==> config.mk <==
export PLATFORM = sky130hd
export DESIGN_NAME = dynamic_priority_slice_scheduler_top
export DESIGN_NICKNAME = d
export VERILOG_FILES = /design/src/design/dpss_pkg.sv /design/src/design/dpss_datapath.sv /design/src/design/dpss_ctrl.sv /design/src/design/dynamic_priority_slice_scheduler_top.sv
export VERILOG_INCLUDE_DIRS = /design/src /design/src/design
export SDC_FILE = /design/constraint.sdc
export NUM_CORES = 1
export LEC_CHECK = 0
export BUFFER_PORTS_ARGS = -buffer_cell sky130_fd_sc_hd__buf_2
export CORE_MARGIN = 5
export CORE_UTILIZATION = 52
export DETAILED_ROUTE_END_ITERATION = 12
export GPL_TIMING_DRIVEN = 0
export HOLD_SLACK_MARGIN = 0.02
export PLACE_DENSITY = 0.69
export SLEW_MARGIN = 20
export SYNTH_ARGS = -nofsm -noshare
export SYNTH_HDL_FRONTEND = slang
export SYNTH_HIERARCHICAL = 1
export SYNTH_SLANG_ARGS = --single-unit
==> constraint.sdc <==
create_clock -name clk -period 23.3 [get_ports clk]
set_clock_uncertainty 0.05 [all_clocks]
set_input_delay 2.33 -clock clk [delete_from_list [all_inputs] [get_ports clk]]
set_output_delay 2.33 -clock clk [all_outputs]
set_load 0.05 [all_outputs]
==> src/design/dynamic_priority_slice_scheduler_top_macros.svh <==
// Assertion macros shared by the scheduler RTL.
`ifndef DYNAMIC_PRIORITY_SLICE_SCHEDULER_TOP_MACROS_SVH
`define DYNAMIC_PRIORITY_SLICE_SCHEDULER_TOP_MACROS_SVH
`ifndef SYNTH
`define DPSS_ASSERT_IMP(label, clk, rst_n, ante, cons, msg) \
	label: assert property (@(posedge clk) disable iff (!rst_n) (ante) |-> (cons)) \
		else $error(msg);
`define DPSS_ASSERT_NXT(label, clk, rst_n, ante, cons, msg) \
	label: assert property (@(posedge clk) disable iff (!rst_n) (ante) |=> (cons)) \
		else $error(msg);
`else
`define DPSS_ASSERT_IMP(label, clk, rst_n, ante, cons, msg)
`define DPSS_ASSERT_NXT(label, clk, rst_n, ante, cons, msg)
`endif
`endif

==> src/design/dpss_pkg.sv <==
// Types and constants shared by the scheduler controller, datapath and top level.
`default_nettype none
package dpss_pkg;

	localparam int TABLE_DEPTH_DEF = 8;
	localparam logic [7:0] QUANTUM_RESET = 8'd3;
	localparam logic signed [15:0] FINISHED_PRIORITY = -16'sd1000;
	localparam logic signed [15:0] PRIORITY_MIN = -16'sd32768;

	// One row of the job table.
	typedef struct packed {
		logic [15:0] prio;
		logic [11:0] rem;
		logic [11:0] worked;
		logic [11:0] total;
		logic [15:0] arrival;
	} dpss_entry_t;

	// Commands from the controller to the datapath.
	typedef struct packed {
		logic load;
		logic add;
		logic scan_issue;
		logic update;
		logic emit;
	} dpss_cmd_t;

	// Status from the datapath to the controller.
	typedef struct packed {
		logic count_zero;
		logic scan_last;
	} dpss_sts_t;

endpackage
`default_nettype wire

==> src/design/dpss_datapath.sv <==
// Job table, scan compare unit, job update arithmetic and result registers.
`default_nettype none
module dpss_datapath #(
	parameter int TABLE_DEPTH = dpss_pkg::TABLE_DEPTH_DEF
) (
	input  wire logic                clk,
	input  wire logic                arst_n,
	input  wire dpss_pkg::dpss_cmd_t cmd,
	output dpss_pkg::dpss_sts_t      sts,
	input  wire logic                cfg_we,
	input  wire logic [7:0]          cfg_wdata,
	input  wire logic signed [9:0]   priority_req,
	input  wire logic [11:0]         need_time,
	input  wire logic [15:0]         arrival_time,
	output logic                     done,
	output logic [2:0]               slot,
	output logic signed [15:0]       priority_now,
	output logic [11:0]              remaining,
	output logic [11:0]              worked,
	output logic                     finished,
	output logic                     idle,
	output logic                     all_done,
	output logic                     table_full,
	output logic [15:0]              now_time
);
	import dpss_pkg::*;

	localparam int IDX_W = (TABLE_DEPTH > 1) ? $clog2(TABLE_DEPTH) : 1;
	localparam int CNT_W = $clog2(TABLE_DEPTH + 1);

	logic [7:0]             quantum_q;
	logic [15:0]            clock_q;
	logic [CNT_W-1:0]       count_q;
	logic [IDX_W-1:0]       scan_idx_q;
	logic [15:0]            in_prio_q;
	logic [11:0]            in_need_q;
	logic [15:0]            in_arr_q;
	dpss_entry_t            mem [TABLE_DEPTH];
	logic [TABLE_DEPTH-1:0] done_q;
	dpss_entry_t            rd_entry_s1;
	logic                   rd_done_s1;
	logic [IDX_W-1:0]       rd_idx_s1;
	logic                   rd_vld_s1;
	logic                   best_found_q;
	logic [IDX_W-1:0]       best_idx_q;
	dpss_entry_t            best_entry_q;
	logic [2:0]             res_slot_q;
	logic [15:0]            res_prio_q;
	logic [11:0]            res_rem_q;
	logic [11:0]            res_worked_q;
	logic                   res_fin_q;
	logic                   res_idle_q;
	logic                   res_full_q;
	logic                   done_strobe_q;

	logic                   full;
	logic [IDX_W-1:0]       add_idx;
	logic                   elig_s1;
	logic                   better_s1;
	logic                   take_s1;
	logic [11:0]            q12;
	logic [15:0]            dec_prio;
	logic                   fin;
	dpss_entry_t            upd_entry;
	dpss_entry_t            add_entry;
	logic                   wr_en;
	logic [IDX_W-1:0]       wr_addr;
	dpss_entry_t            wr_data;
	logic                   all_done_c;

	assign full    = (count_q >= CNT_W'(TABLE_DEPTH));
	assign add_idx = count_q[IDX_W-1:0];

	assign sts.count_zero = (count_q == '0);
	assign sts.scan_last  = ((CNT_W'(scan_idx_q) + CNT_W'(1)) == count_q);

	// A read entry competes when it has arrived and is not finished.
	assign elig_s1   = rd_vld_s1 && !rd_done_s1 && (rd_entry_s1.arrival <= clock_q);
	assign better_s1 = !best_found_q
		|| ($signed(rd_entry_s1.prio) > $signed(best_entry_q.prio))
		|| (($signed(rd_entry_s1.prio) == $signed(best_entry_q.prio))
			&& (rd_entry_s1.arrival < best_entry_q.arrival));
	assign take_s1   = elig_s1 && better_s1;

	assign q12      = {4'd0, quantum_q};
	assign dec_prio = ($signed(best_entry_q.prio) > PRIORITY_MIN) ?
		best_entry_q.prio - 16'd1 : best_entry_q.prio;
	assign fin      = (best_entry_q.rem <= q12);

	always_comb begin
		upd_entry         = best_entry_q;
		upd_entry.prio    = fin ? FINISHED_PRIORITY : dec_prio;
		upd_entry.rem     = fin ? 12'd0 : best_entry_q.rem - q12;
		upd_entry.worked  = fin ? best_entry_q.total : best_entry_q.worked + q12;
		add_entry.prio    = in_prio_q;
		add_entry.rem     = in_need_q;
		add_entry.worked  = 12'd0;
		add_entry.total   = in_need_q;
		add_entry.arrival = in_arr_q;
	end

	always_comb begin
		wr_en   = 1'b0;
		wr_addr = best_idx_q;
		wr_data = upd_entry;
		if (cmd.add && !full) begin
			wr_en   = 1'b1;
			wr_addr = add_idx;
			wr_data = add_entry;
		end else if (cmd.update && best_found_q) begin
			wr_en = 1'b1;
		end
	end

	always_comb begin
		all_done_c = 1'b1;
		for (int i = 0; i < TABLE_DEPTH; i++) begin
			if ((CNT_W'(i) < count_q) && !done_q[i])
				all_done_c = 1'b0;
		end
	end

	always_ff @(posedge clk or negedge arst_n) begin
		if (!arst_n) begin
			quantum_q     <= QUANTUM_RESET;
			clock_q       <= 16'd0;
			count_q       <= '0;
			scan_idx_q    <= '0;
			rd_vld_s1     <= 1'b0;
			best_found_q  <= 1'b0;
			done_strobe_q <= 1'b0;
		end else begin
			if (cfg_we)
				quantum_q <= cfg_wdata;
			if (cmd.load) begin
				scan_idx_q   <= '0;
				best_found_q <= 1'b0;
			end else begin
				if (cmd.scan_issue)
					scan_idx_q <= scan_idx_q + IDX_W'(1);
				if (take_s1)
					best_found_q <= 1'b1;
			end
			rd_vld_s1 <= cmd.scan_issue;
			if (cmd.add && !full)
				count_q <= count_q + CNT_W'(1);
			if (cmd.update)
				clock_q <= clock_q + {8'd0, quantum_q};
			done_strobe_q <= cmd.emit;
		end
	end

	always_ff @(posedge clk) begin
		if (wr_en)
			mem[wr_addr] <= wr_data;
		if (cmd.scan_issue)
			rd_entry_s1 <= mem[scan_idx_q];
	end

	always_ff @(posedge clk) begin
		if (cmd.load) begin
			in_prio_q <= 16'($signed(priority_req));
			in_need_q <= need_time;
			in_arr_q  <= arrival_time;
		end
		if (cmd.scan_issue) begin
			rd_done_s1 <= done_q[scan_idx_q];
			rd_idx_s1  <= scan_idx_q;
		end
		if (take_s1) begin
			best_idx_q   <= rd_idx_s1;
			best_entry_q <= rd_entry_s1;
		end
		if (cmd.add) begin
			res_idle_q <= 1'b0;
			res_fin_q  <= 1'b0;
			if (full) begin
				res_slot_q   <= 3'd0;
				res_prio_q   <= 16'd0;
				res_rem_q    <= 12'd0;
				res_worked_q <= 12'd0;
				res_full_q   <= 1'b1;
			end else begin
				done_q[add_idx] <= 1'b0;
				res_slot_q      <= 3'(add_idx);
				res_prio_q      <= add_entry.prio;
				res_rem_q       <= add_entry.rem;
				res_worked_q    <= 12'd0;
				res_full_q      <= 1'b0;
			end
		end
		if (cmd.update) begin
			res_full_q <= 1'b0;
			if (best_found_q) begin
				done_q[best_idx_q] <= fin;
				res_slot_q         <= 3'(best_idx_q);
				res_prio_q         <= upd_entry.prio;
				res_rem_q          <= upd_entry.rem;
				res_worked_q       <= upd_entry.worked;
				res_fin_q          <= fin;
				res_idle_q         <= 1'b0;
			end else begin
				res_slot_q   <= 3'd0;
				res_prio_q   <= 16'd0;
				res_rem_q    <= 12'd0;
				res_worked_q <= 12'd0;
				res_fin_q    <= 1'b0;
				res_idle_q   <= 1'b1;
			end
		end
		if (cmd.emit) begin
			slot         <= res_slot_q;
			priority_now <= res_prio_q;
			remaining    <= res_rem_q;
			worked       <= res_worked_q;
			finished     <= res_fin_q;
			idle         <= res_idle_q;
			table_full   <= res_full_q;
			all_done     <= all_done_c;
			now_time     <= clock_q;
		end
	end

	assign done = done_strobe_q;

endmodule
`default_nettype wire

==> src/design/dpss_ctrl.sv <==
// Sequencing state machine of the scheduler.
`default_nettype none
module dpss_ctrl (
	input  wire logic                clk,
	input  wire logic                arst_n,
	input  wire logic                start,
	input  wire logic                req_type,
	input  wire dpss_pkg::dpss_sts_t sts,
	output dpss_pkg::dpss_cmd_t      cmd,
	output logic                     busy
);
	import dpss_pkg::*;

	typedef enum logic [5:0] {
		S_IDLE   = 6'b000001,
		S_ADD    = 6'b000010,
		S_SCAN   = 6'b000100,
		S_DRAIN  = 6'b001000,
		S_UPDATE = 6'b010000,
		S_EMIT   = 6'b100000
	} dpss_state_t;

	dpss_state_t state_q;
	dpss_state_t state_d;

	always_comb begin
		state_d = state_q;
		cmd     = '0;
		unique case (state_q)
			S_IDLE: begin
				if (start) begin
					cmd.load = 1'b1;
					if (!req_type)
						state_d = S_ADD;
					else if (sts.count_zero)
						state_d = S_UPDATE;
					else
						state_d = S_SCAN;
				end
			end
			S_ADD: begin
				cmd.add = 1'b1;
				state_d = S_EMIT;
			end
			S_SCAN: begin
				cmd.scan_issue = 1'b1;
				if (sts.scan_last)
					state_d = S_DRAIN;
			end
			S_DRAIN: begin
				state_d = S_UPDATE;
			end
			S_UPDATE: begin
				cmd.update = 1'b1;
				state_d    = S_EMIT;
			end
			S_EMIT: begin
				cmd.emit = 1'b1;
				state_d  = S_IDLE;
			end
			default: begin
				state_d = S_IDLE;
			end
		endcase
	end

	always_ff @(posedge clk or negedge arst_n) begin
		if (!arst_n)
			state_q <= S_IDLE;
		else
			state_q <= state_d;
	end

	assign busy = (state_q != S_IDLE);

endmodule
`default_nettype wire

==> src/design/dynamic_priority_slice_scheduler_top.sv <==
// Top level of the dynamic priority slice scheduler with aging.
`default_nettype none
`include "dynamic_priority_slice_scheduler_top_macros.svh"
// The block keeps a table of up to TABLE_DEPTH jobs and takes one item at a time: an item
// is accepted at a rising edge where start is high and busy is low, and req_type picks
// between adding a job (0) and running one time slice (1). Exactly one result follows each
// item, shown on the result ports for a single cycle while done is high; the receiver cannot
// stall it, so it must capture the result in that cycle. An add passes through the add and
// emit states. A run passes through the scan, drain, update and emit states when N jobs are
// stored (N > 0), and only through update and emit on an empty table: the datapath reads
// the single-port job table one entry per cycle and compares each against the best candidate
// so far, then writes the chosen job back.
// Busy falls in the cycle where done is high, so the next item may be accepted right then.
// The quantum register (reset value 3) is written through cfg_we and cfg_wdata, and should
// only be changed while busy is low and no result is pending.
module dynamic_priority_slice_scheduler_top #(
	parameter int TABLE_DEPTH = dpss_pkg::TABLE_DEPTH_DEF
) (
	input  wire logic              clk,
	input  wire logic              arst_n,
	input  wire logic              start,
	output logic                   busy,
	output logic                   done,
	input  wire logic              cfg_we,
	input  wire logic [7:0]        cfg_wdata,
	input  wire logic              req_type,
	input  wire logic signed [9:0] priority_req,
	input  wire logic [11:0]       need_time,
	input  wire logic [15:0]       arrival_time,
	output logic [2:0]             slot,
	output logic signed [15:0]     priority_now,
	output logic [11:0]            remaining,
	output logic [11:0]            worked,
	output logic                   finished,
	output logic                   idle,
	output logic                   all_done,
	output logic                   table_full,
	output logic [15:0]            now_time
);
	import dpss_pkg::*;

	// Command and status bundles between the sequencer and the datapath.
	dpss_cmd_t cmd;
	dpss_sts_t sts;

	// The controller walks each item through load, then either add or optional scan and update, then result.
	dpss_ctrl u_ctrl (
		.clk      (clk),
		.arst_n   (arst_n),
		.start    (start),
		.req_type (req_type),
		.sts      (sts),
		.cmd      (cmd),
		.busy     (busy)
	);

	// The datapath holds the job table, the scheduler clock and the result registers.
	dpss_datapath #(
		.TABLE_DEPTH (TABLE_DEPTH)
	) u_dp (
		.clk          (clk),
		.arst_n       (arst_n),
		.cmd          (cmd),
		.sts          (sts),
		.cfg_we       (cfg_we),
		.cfg_wdata    (cfg_wdata),
		.priority_req (priority_req),
		.need_time    (need_time),
		.arrival_time (arrival_time),
		.done         (done),
		.slot         (slot),
		.priority_now (priority_now),
		.remaining    (remaining),
		.worked       (worked),
		.finished     (finished),
		.idle         (idle),
		.all_done     (all_done),
		.table_full   (table_full),
		.now_time     (now_time)
	);

	// An accepted item keeps the block busy until its result is shown.
	`DPSS_ASSERT_NXT(a_accept_busy, clk, arst_n, start && !busy, busy, "item accepted but not busy")
	// A result cannot be an idle slice and a refused add at once.
	`DPSS_ASSERT_IMP(a_idle_full_excl, clk, arst_n, done, !(idle && table_full), "idle with full")
	// A finished job has no work left.
	`DPSS_ASSERT_IMP(a_fin_rem_zero, clk, arst_n, done && finished, remaining == 12'd0,
		"finished job with work left")
	// An idle slice reports no job.
	`DPSS_ASSERT_IMP(a_idle_clean, clk, arst_n, done && idle,
		!finished && (slot == 3'd0) && (worked == 12'd0), "idle slice reports a job")

endmodule
`default_nettype wire
* Yosys cells after proc, flatten, opt, wreduce, memory -nomap -nowiden
Memory sizes are Yosys's and may differ from the RTL's. A register that Yosys moved wholly into a read port is not among the register bits.
Index checks and enable logic that the tools add are counted.
** Storage, ports and cells
- Register bits :: 270
- RAM bits :: 544
- Input port bits :: 51
- Logic and storage cells :: 170
- Memories :: 1
** Memory list
- u_dp.mem :: words 8, bits a word 68, rd ports 1, clocked after Yosys merged registers in 1, wr ports 1, RTL line dpss_datapath.sv:38 : dpss_entry_t mem [TABLE_DEPTH];
** Cells by class
- $add $sub $neg :: 7
- Magnitude comparators :: 19
- Equal/unequal tests :: 11
- Multiplexer cells :: 58
- Bitwise operators :: 2
- Reduce and logical (&&, ||, !) cells :: 36
** Operator list (count)
- 2-to-1 mux 12 bit :: 9
- 2-to-1 mux 16 bit :: 6
- 2-to-1 mux 68 bit :: 1
- 2-to-1 mux 8 bit :: 4
- case mux 6 bit (4 select lines) :: 1
- 2-to-1 mux 1 bit :: 22
- 2-to-1 mux 3 bit :: 7
- adder 16 x 8 -> 16 bit :: 1
- == test 16 bit :: 1
- > comparator 16 bit :: 1
- > comparator 16 bit, second input constant :: 1
- less-or-equal comparator 16 bit :: 1
- logical AND 1 bit :: 16
- less-than comparator 16 bit :: 1
- less-than comparator 3 x 4 -> 1 bit, first input constant :: 4
- subtractor 16 x 1 -> 16 bit, second input constant :: 1
- adder 12 x 8 -> 12 bit :: 1
- less-or-equal comparator 12 x 8 -> 1 bit :: 1
- less-than comparator 3 x 4 -> 1 bit, second input constant :: 3
- 2-to-1 mux 6 bit :: 2
- subtractor 12 x 8 -> 12 bit :: 1
- zero test 1 bit :: 11
- 2-to-1 mux 5 bit :: 2
- bitwise AND 8 bit :: 1
- other kinds (26) :: 34

* Logic depth before layout (Yosys ltp)
Gate-level depths: netlist of the first run.
- Word-level depth :: 11
- Mapped depth :: 12

* Cells and area by module
Netlist of the first run, hierarchy kept.
** By module, submodules not included
- dpss_datapath :: instances 1, cells an instance 1880, area an instance 34903.5 sq um, sequential area each 26047.5 sq um
- dpss_ctrl :: instances 1, cells an instance 36, area an instance 362.8 sq um, sequential area each 151.4 sq um

* Worst setup path after synthesis of the first run
OpenSTA, ideal clock, no wires.
- Kind :: flip-flop to flip-flop
- Start point :: reg u_dp/best_entry_q[59] (netlist name)
- End point :: reg u_dp/best_entry_q[0] (netlist name), enable pin
- Setup time :: 0.602 ns
- Data arrival time :: 6.956 ns
- Required time :: 22.648 ns
- Setup slack :: 15.692 ns
- Cell stages (with the launch flop) :: 9
- Path buffers :: 0
- Clock period less this slack :: 7.608 ns
- Path through :: edfxtp_1 -> inv_1 -> ha_1 -> a41oi_1 -> o21ai_0 -> a221o_1 -> a211oi_1 -> mux2i_1 -> nor3b_1
** Between the ends
- Word-level cells in the longest chain between the ends :: 4
- Elaborated cells between the ends (all ways) :: 6
- Those cells by class :: order compare: 1; eq/ne: 1; reduce/logical: 4
** Ends and longest elaborated chain
- start: declaration :: RTL line dpss_datapath.sv:46 : dpss_entry_t best_entry_q;
- start signal: assignment :: RTL line dpss_datapath.sv:172 : best_entry_q <= rd_entry_s1;
- > comparator 16 bit / == test 16 bit (equally long branches) :: RTL line dpss_datapath.sv:80, dpss_datapath.sv:81
- logical OR 1 bit / logical AND 1 bit (equally long branches) :: RTL line dpss_datapath.sv:80, dpss_datapath.sv:82
- logical OR 1 bit * :: RTL line dpss_datapath.sv:81 : || (($signed(rd_entry_s1.prio) == $signed(best_entry_q.prio))
- logical AND 1 bit * :: RTL line dpss_datapath.sv:83 : assign take_s1 = elig_s1 && better_s1;
- named net u_dp.take_s1 :: RTL line dpss_datapath.sv:60 : logic take_s1;
Mark *: on every way through the listed nets, which the timed path passes. The rest lies on a longest branch.
A chain may end at the register's enable or synchronous reset.

==> run_results.csv, run 1 <==
group,metric,value,unit
logic_synthesis,synth_compound_gate_area_share,4.29,%
cells_and_area,mostFrequentLayoutCells,"edfxtp_1, mux4_2, buf_2, nand2_1, clkbuf_16",
sta,final_hold_viols,0,
run,maxCapViolCount,0,
min_path,min_path_type,"reg2reg",
critical_path,worst-path-max-fanout,20,
sta,final.setup.tns,0,ns
floorplan,fp.coreArea,67300,um^2
drt,post_drt_wl_per_cell,27.2,um
logic_synthesis,synth-seq-area-share,74.3,%
placement,place.gp.congestion,0.869,
logic_synthesis,synth-simple-area-share,4.00,%
drt,drc_errors,0,
sta,timing_worst_slew_pin_value,1.04,ns
sta,period_minus_slack,4.92,ns
drt,wirelength_met1,34.0,mm
floorplan,placementRows,95,
clock_tree,tritoncts_clock_tree,"built",
critical_path,critPathTopFamily,"simple AND/OR/NAND/NOR gates",
floorplan,ios,116,
cells_and_area,area_added_between_synthesis_and_finish,15.4,%
grt,first_global_vias,19600,
clock_tree,post_cts.repair.setup_buffers,0,
logic_synthesis,post_synth_inst_count,1916,
sta,setup_violations,0,
critical_path,cpPeakStageDelay,0.86,ns
drt,met3_length,6.81,mm
floorplan,die_area,73100,um^2
drt,number_of_antenna_violating_nets_in_the_routed_design,0,
sta,timing_max_transition_violations_final,0,
cells_and_area,multi_input_comb_area,8560,um^2
critical_path,worst_ep_required_time,23.56,ns
critical_path,worst_setup_path_end_kind,"flip-flop",
logic_synthesis,post_synth_num_cell_types,71,
grt,global_route.overflow_total,0,
clock_tree,htree_num_levels,3,
cells_and_area,layout.area.seq,26200,um^2
logic_synthesis,synth_area,35300,um^2
floorplan,dieHeight,270,um
grt,grt_use_total,23.1,%
clock_tree,clockBufferDepth,3,
logic_synthesis,synth-adder-area-share,2.87,%
drt,drt_wl_total,84.3,mm
clock_tree,insertion_delay,0.64,ns
cells_and_area,layout-drive-gt1-share,24.3,%
drt,avgViaCountPerCell,6.07,
sta,unrepaired_setup_endpoints_after_global_routing,"false",
critical_path,timing.setup.critical_path_class,"reg2reg",
clock_tree,total_of_hold_buffers_inserted_after_clock_tree_synthesis,0,
critical_path,critical_path.reg2reg.startpoint,"u_ctrl/state_q[1]",
critical_path,path_buf_inv,5,
logic_synthesis,synth-async-reset-ratio,4.54,%
drt,detail_route_met2_wl,41.0,mm
cells_and_area,mostFrequentLayoutCell,"edfxtp_1",
logic_synthesis,synth.mux.area_fraction,11.7,%
cells_and_area,postLayoutCellArea,40700,um^2
floorplan,start_util,52.4,%
clock_tree,cts_buffers,87,
cells_and_area,diode_count,0,
sta,timing.slew.headroom,30.3,%
drt,drtPass1Iterations,6,
critical_path,setup.worst_path.start,"u_ctrl/state_q[1]",
floorplan,die_w,270,um
logic_synthesis,combinational_family_with_the_most_area_after_synthesis,"multiplexers",
placement,numPortBuffers,115,
power_and_ir_drop,pwr_density_cell,95.8,nW/um^2
clock_tree,cts_resized,0,
power_and_ir_drop,total_power,3900,uW
drt,drt_first_iter_violations,1903,
min_path,hold_start,"u_dp/rd_entry_s1[45]",
cells_and_area,finish.net_count,2297,
grt,antenna_violations_before_repair,0,
logic_synthesis,synth_area_per_cell,18.4,um^2
power_and_ir_drop,max-vdd-ir-drop,0.0000642,V
clock_tree,cts_sinks,882,
status,outcome,"finished clean",
grt,grt_max_degree,52,
logic_synthesis,synth_flop_cell,"edfxtp_1",
clock_tree,clk_transition_reported_paths,0.06,ns
critical_path,timing.critical_path.arrival,5.19,ns
clock_tree,clockRootBuffer,"clkbuf_16",
drt,topRoutingLayerUsed,"met4",
placement,dp.final_hpwl,57.2,mm
sta,max_clock_freq,0.203,GHz
sta,final.period_utilization,21.1,%
grt,grt_first_pass_wirelength,126,mm
cells_and_area,layout.filler_cells,4810,
placement,cell_area_after_placement,38000,um^2
power_and_ir_drop,leakage_dissipation,0.0137,uW
logic_synthesis,synthesis.nets,2046,
drt,total_number_of_vias,18800,
critical_path,timing.critical_path.cells,"nor2_1, and4b_2, clkbuf_1, inv_1, nor2_1, nand2_1, o21a_1, nor2_4, buf_16, buf_12, buf_12",
logic_synthesis,yosys_register_bits,882,
critical_path,timing.critical_path.from_type,"flip-flop",
critical_path,timing.critical_path.slowest_stage_cell,"nor2_1",
logic_synthesis,ys.warnings.count,6,
logic_synthesis,synth_enable_flop_cells,833,
logic_synthesis,synth_xor_area_share,1.22,%
-- area by class of cell --
cell class              instances  share of cell area, %
clock inverters                49                  0.883
well taps                     873                   2.68
multi-input cells             884                   21.0
plain buffers                  68                  0.698
repair buffers                162                   3.91
clock buffers                 103                   5.63
inverters                      82                  0.775
flip-flops and latches        882                   64.4
-- stage by stage --
stage	setup slack, ns	util (%)	hold slack [ns]	cells
after global routing	18.21	60.5	0.372	3103
after global placement	11.02	54.9	0.351	2904
after detailed placement	18.45	56.5	0.355	2951
after CTS	18.43	60.5	0.362	3103
after floorplan	15.69	-	0.350	1916
final	18.38	60.5	0.366	3103
-- routing by layer --
layer  vias to the layer above  track usage [%]
met2                       861             37.7
met4                         0             7.36
met5                         -                0
met1                      9675             32.0
met3                       170             4.27
li1                       8123                -
-- flip-flops by register name, indices dropped and copies added (netlist names), 4 cells and up --
| register | count |
|---|---|
| u_dp/remaining | 12 |
| u_dp/quantum_q | 8 |
| u_dp/res_worked_q | 12 |
| u_dp/in_prio_q | 10 |
| u_dp/in_need_q | 12 |
| u_dp/res_rem_q | 12 |
| u_dp/rd_entry_s1 | 68 |
| u_dp/priority_now | 16 |
| u_dp/res_prio_q | 16 |
| u_dp/done_q | 8 |
| u_dp/now_time | 16 |
| u_dp/worked | 12 |
| u_dp/in_arr_q | 16 |
| u_dp/clock_q | 16 |
| u_dp/mem | 544 |
| u_dp/count_q | 4 |
| u_ctrl/state_q | 6 |
| u_dp/best_entry_q | 68 |
-- worst reg2reg max path, cell delays in order, from the launching register on --
cell      delay [ns]
dfrtp_1         0.40
nor2_1          0.19
and4b_2         0.27
clkbuf_1        0.49
inv_1           0.35
nor2_1          0.86
nand2_1         0.43
o21a_1          0.42
nor2_4          0.47
buf_16          0.24
buf_12          0.21
buf_12          0.21
-- cells by family (layout without fill, tap and decap cells) --
group           Yosys count  count (layout)
mux                     230             230
flops                   882             882
buf+inv                 150             464
compound gates          232             232
fa+ha+maj                79              79
simple gates            294             294
xor+xnor                 49              49
-- where the power goes --
group | internal (uW) | switching [uW] | total (uW)
Combinational | 229 | 394 | 623
Sequential | 1900 | 58.3 | 1960
Clock | 743 | 571 | 1310
-- final timing paths --
check / endpoint / slack [ns] / cells past startpoint
max: u_dp/mem[7][34] / 18.38 / 11
min reg2reg: u_dp/best_entry_q[45] / 0.37 / 0
min in group asynchronous: u_dp/clock_q[10] / 1.66 / 1
max reg2reg: u_dp/mem[7][34] / 18.38 / 11
min: u_dp/best_entry_q[45] / 0.37 / 0
max in group asynchronous: u_ctrl/state_q[3] / 21.11 / 1
-- Yosys cell counts (all sizes together) (18+ instances only) --
cell / instances / share of area, %
nand2: 114 / 1.2
mux2i: 21 / 0.60
dfrtp: 37 / 2.6
mux4: 138 / 8.8
edfxtp: 833 / 71
nor2: 72 / 0.77
xnor2: 38 / 0.94
clkbuf: 47 / 0.50
buf: 21 / 0.29
nor3: 18 / 0.26
o21ai: 78 / 1.1
mux2: 71 / 2.3
a22o: 21 / 0.52
ha: 76 / 2.7
inv: 82 / 0.87
a21oi: 45 / 0.64
No activity file was read; power rests on OpenSTA's default activity.
==> inputs of run 2 (changes only) <==
- clock period: 23.3 -> 4.9 ns (I/O delays scaled with it)
==> run_results.csv, run 2 (same netlist as run 1, synthesis figures left out) <==
group,metric,value,unit
status,outcome,"finished clean",
grt,first_global_vias,19600,
clock_tree,insertion_delay,0.64,ns
drt,number_of_antenna_violating_nets_in_the_routed_design,0,
floorplan,placementRows,95,
floorplan,fp.coreArea,67300,um^2
min_path,min_path_type,"in2reg",
critical_path,worst-r2r-cell-count,10,
sta,timing.slew.headroom,22.2,%
sta,final.period_utilization,93.0,%
clock_tree,tritoncts_clock_tree,"built",
cells_and_area,registers.top_by_ff_count,"u_dp/mem",
clock_tree,htree_num_levels,3,
sta,final.setup.tns,0,ns
cells_and_area,diode_count,0,
clock_tree,clockBufferDepth,3,
cells_and_area,final_core_util,61.3,%
sta,final_hold_viols,0,
placement,numPortBuffers,115,
cells_and_area,layout-drive-gt1-share,24.7,%
cells_and_area,reg.largest.list,"u_dp/mem x544, u_dp/best_entry_q x68, u_dp/rd_entry_s1 x68",
floorplan,ios,116,
grt,antenna_violations_before_repair,0,
power_and_ir_drop,pwr_density_cell,465,nW/um^2
drt,drc_errors,0,
floorplan,die_w,270,um
critical_path,worst_ep_required_time,5.17,ns
grt,grt_first_pass_wirelength,125,mm
drt,post_drt_wl_per_cell,26.8,um
clock_tree,clk_transition_reported_paths,0.06,ns
placement,place.gp.congestion,0.851,
power_and_ir_drop,total_power,19200,uW
sta,max_clock_freq,0.219,GHz
run,maxCapViolCount,0,
drt,drt_wl_total,84.3,mm
critical_path,worst-path-max-fanout,17,
sta,setup_violations,0,
clock_tree,cts_buffers,88,
cells_and_area,mostFrequentLayoutCells,"edfxtp_1, mux4_2, buf_2, nand2_1, clkbuf_16",
sta,timing_worst_slew_pin_value,1.16,ns
power_and_ir_drop,leakage_dissipation,0.0139,uW
cells_and_area,postLayoutCellArea,41200,um^2
placement,dp.final_hpwl,56.4,mm
critical_path,timing.setup.critical_path_class,"reg2reg",
cells_and_area,area_added_between_synthesis_and_finish,16.9,%
clock_tree,clockRootBuffer,"clkbuf_16",
cells_and_area,largest_reg_flops,544,
drt,avgViaCountPerCell,6.04,
cells_and_area,finish.net_count,2329,
critical_path,worst_setup_path_end_kind,"flip-flop",
drt,drt_first_iter_violations,2107,
sta,timing_max_transition_violations_final,0,
floorplan,start_util,52.4,%
drt,drtPass1Iterations,6,
floorplan,dieHeight,270,um
grt,grt_use_total,22.9,%
critical_path,timing.critical_path.from_type,"flip-flop",
floorplan,die_area,73100,um^2
grt,global_route.overflow_total,0,
placement,cell_area_after_placement,37800,um^2
cells_and_area,mostFrequentLayoutCell,"edfxtp_1",
min_path,min_path_cells,3,
clock_tree,cts_sinks,882,
grt,grt_max_degree,53,
drt,total_number_of_vias,19000,
critical_path,timing.critical_path.arrival,4.83,ns
sta,unrepaired_setup_endpoints_after_global_routing,"false",
clock_tree,post_cts.repair.setup_buffers,0,
power_and_ir_drop,max-vdd-ir-drop,0.000280,V
sta,period_minus_slack,4.56,ns
## run 2: path summary, 6_finish.rpt
check | start | to | slack (ns)
setup / recovery | u_ctrl/state_q[1] | u_dp/mem[3][30] | 0.34
hold / removal | cfg_wdata[4] | u_dp/quantum_q[4] | 0.07
setup reg to reg | u_ctrl/state_q[1] | u_dp/mem[3][30] | 0.34
hold reg to reg | u_dp/rd_entry_s1[50] | u_dp/best_entry_q[50] | 0.35
max in group asynchronous | arst_n | u_ctrl/state_q[5] | 4.00
min in group asynchronous | arst_n | u_dp/clock_q[10] | 0.36
## run 2: where the power goes
group	leakage, uW	total [uW]	switching (uW)	internal [uW]
clock network	0.00144	6880	2860	4010
logic	0.00432	2960	1870	1090
registers	0.00813	9330	277	9050
total	0.0139	19200	5000	14200
## run 2: repair_timing
item / in CTS / in global routing
resized for setup: 0 / 1
setup endpoints to repair: 0 / 69
hold buffers: 39 / 1
hold endpoints to repair: 39 / 37
## run 2: per-stage QoR
step / std cells / hold WS, ns / worst slack, ns
finish: 3147 / 0.0720 / 0.342
global placement: 2904 / 0.352 / -5.07
floorplan: 1916 / 0.144 / -0.431
global route: 3147 / 0.0499 / 0.163
CTS: 3146 / 0.0206 / 0.00603
detailed placement: 2942 / 0.355 / 0.0267
## run 2: layer usage
| metal | track usage (%) | wire length, um | vias to the layer above | part of all wire (%) |
|---|---|---|---|---|
| met4 | 6.78 | 2270 | 0 | 2.7 |
| met3 | 3.74 | 6960 | 155 | 8.3 |
| met2 | 37.5 | 41000 | 865 | 49 |
| met5 | 0 | 0 | - | 0 |
| li1 | - | - | 8170 | - |
| met1 | 32.4 | 34100 | 9821 | 40 |
## run 2: area by class of cell
cell class              instances  area [um^2]
multi-input cells             884         8560
plain buffers                  68          284
fillers                      4745        26000
clock inverters                61          672
well taps                     873         1090
inverters                      82          315
repair buffers                193         1780
clock buffers                 104         2320
flip-flops and latches        882        26200
## run 2: critical path: stages, from the launching register on
cell	delay (ns)
dfrtp_1	0.41
nor2_1	0.23
and4b_2	0.27
clkbuf_1	0.52
inv_1	0.35
nor2_2	0.55
nand2_1	0.35
o21a_1	0.42
nor2_4	0.58
buf_12	0.27
buf_12	0.20
==> inputs of run 3 (changes only) <==
- RECOVER_POWER: not set -> 100
==> run_results.csv, run 3 (same netlist as run 1, synthesis figures left out) <==
group,metric,value,unit
status,outcome,"complete, but fails checks",
status,failing_checks,"max-capacitance violations, max-slew violations",
sta,setup_violations,0,
critical_path,path_common_cell,"nor2_1",
floorplan,fp.coreArea,67300,um^2
drt,post_drt_wl_per_cell,26.8,um
drt,drt_wl_total,84.4,mm
clock_tree,cts_buffers,88,
min_path,holdPathEnd,"u_dp/quantum_q[5]",
min_path,min_path_cells,3,
cells_and_area,mostFrequentLayoutCells,"edfxtp_1, clkbuf_1, mux4_2, nand2_1, clkbuf_16",
grt,grt_max_degree,53,
critical_path,worst-r2r-cell-count,10,
critical_path,worst_ep_required_time,5.17,ns
placement,place.gp.congestion,0.851,
placement,numPortBuffers,115,
min_path,hold_start,"cfg_wdata[5]",
grt,global_route.overflow_total,0,
clock_tree,clockBufferDepth,3,
cells_and_area,registers.top_by_ff_count,"u_dp/mem",
sta,final_hold_viols,0,
drt,drtPass1Iterations,6,
critical_path,critical_path.reg2reg.startpoint,"u_ctrl/state_q[1]",
floorplan,dieHeight,270,um
floorplan,ios,116,
critical_path,timing.critical_path.slowest_stage_cell,"clkbuf_2",
critical_path,setup.worst_path.start,"u_ctrl/state_q[1]",
clock_tree,tritoncts_clock_tree,"built",
clock_tree,htree_num_levels,3,
clock_tree,clk_transition_reported_paths,0.06,ns
critical_path,worstReg2RegEnd,"u_dp/mem[1][46]",
floorplan,die_w,270,um
critical_path,worst-path-max-fanout,19,
drt,number_of_antenna_violating_nets_in_the_routed_design,0,
min_path,min_path_type,"in2reg",
placement,cell_area_after_placement,37800,um^2
clock_tree,post_cts.repair.setup_buffers,0,
cells_and_area,finish.net_count,2329,
sta,timing_max_transition_violations_final,284,
sta,max_clock_freq,0.214,GHz
clock_tree,clockRootBuffer,"clkbuf_16",
critical_path,timing.critical_path.from_type,"flip-flop",
power_and_ir_drop,max-vdd-ir-drop,0.000282,V
critical_path,timing.critical_path.arrival,4.94,ns
grt,grt_first_pass_wirelength,125,mm
drt,drc_errors,0,
grt,grt_use_total,22.9,%
sta,unrepaired_setup_endpoints_after_global_routing,"false",
clock_tree,cts_sinks,882,
sta,final.period_utilization,95.4,%
critical_path,cpPeakStageDelay,0.63,ns
clock_tree,insertion_delay,0.65,ns
cells_and_area,largest_reg_flops,544,
grt,antenna_violations_before_repair,0,
critical_path,timing.critical_path.cells,"nor2_1, and4b_2, clkbuf_1, inv_1, nor2_2, nand2_1, o21a_1, nor2_1, clkbuf_2, buf_12",
drt,total_number_of_vias,19000,
cells_and_area,layout-drive-gt1-share,20.5,%
placement,dpl.cell_count,2942,
drt,avgViaCountPerCell,6.04,
power_and_ir_drop,pwr_density_cell,468,nW/um^2
sta,timing.slew.headroom,-71.6,%
grt,first_global_vias,19600,
cells_and_area,area_added_between_synthesis_and_finish,15.7,%
floorplan,placementRows,95,
critical_path,regToRegSetupSlack,0.23,ns
critical_path,worst_setup_path_end_kind,"flip-flop",
cells_and_area,postLayoutCellArea,40800,um^2
critical_path,timing.setup.critical_path_class,"reg2reg",
placement,dp.final_hpwl,56.4,mm
run,maxCapViolCount,8,
floorplan,start_util,52.4,%
sta,period_minus_slack,4.67,ns
cells_and_area,final_non_filler_cell_total,3147,
cells_and_area,mostFrequentLayoutCell,"edfxtp_1",
cells_and_area,reg.largest.list,"u_dp/mem x544, u_dp/best_entry_q x68, u_dp/rd_entry_s1 x68",
sta,timing_worst_slew_pin_value,2.57,ns
drt,drt_first_iter_violations,2223,
cells_and_area,diode_count,0,
power_and_ir_drop,leakage_dissipation,0.0136,uW
floorplan,die_area,73100,um^2
## run 3: stage by stage
step           setup slack, ns  hold WS [ns]  setup TNS [ns]  total power [uW]  utilization, %
2_1_floorplan           -0.431         0.144         -158.25             11300               -
5_1_grt                 0.0828        0.0499               0             19800            60.6
6_report                 0.227        0.0761               0             19100            60.6
3_3_place_gp             -5.07         0.352        -2385.41             12300            54.9
3_5_place_dp            0.0267         0.355               0             12400            56.2
4_1_cts                0.00603        0.0206               0             19300            61.3
## run 3: how the worst max path moves through the flow
stage                      end  slack [ns]
3_3_place_gp   u_dp/mem[3][36]       -5.07
4_1_cts        u_dp/mem[3][12]       0.006
6_report       u_dp/mem[1][46]        0.23
3_5_place_dp   u_dp/mem[3][33]        0.03
2_1_floorplan   u_dp/mem[3][0]       -0.43
5_1_grt        u_dp/mem[7][39]        0.08
## run 3: what timing repair did
item / 4_1_cts / 5_1_grt
resized for setup: 0 / 1
hold buffers: 39 / 1
endpoints found under the hold margin: 39 / 37
endpoints found under the setup margin: 0 / 69
## run 3: where the power goes
part	internal [uW]	switching [uW]
sequential	9070	272
combinational	1040	1850
clock	4010	2860
## run 3: final cells by class
type	count	area, um^2
Fill cell	4814	26500
Sequential cell	882	26200
Multi-Input combinational cell	884	8500
Clock buffer	104	2320
Timing Repair Buffer	193	1430
Tap cell	873	1090
Clock inverter	61	672
Inverter	82	309
Buffer	68	265
## run 3: critical path, delay by kind of cell, from the launching register on
family / cells / cell delay (ns)
simple gates: 5 / 1.69
buf+inv: 4 / 1.78
compound gates: 1 / 0.40
flops: 1 / 0.41
## run 3: per-layer routing
layer  global-route usage (%)  wire length, um  up-vias
met1                     32.4            34300     9804
li1                         -                -     8174
met5                        0                0        -
met4                     6.78             2370        0
met2                     37.5            40900      875
met3                     3.74             6770      162
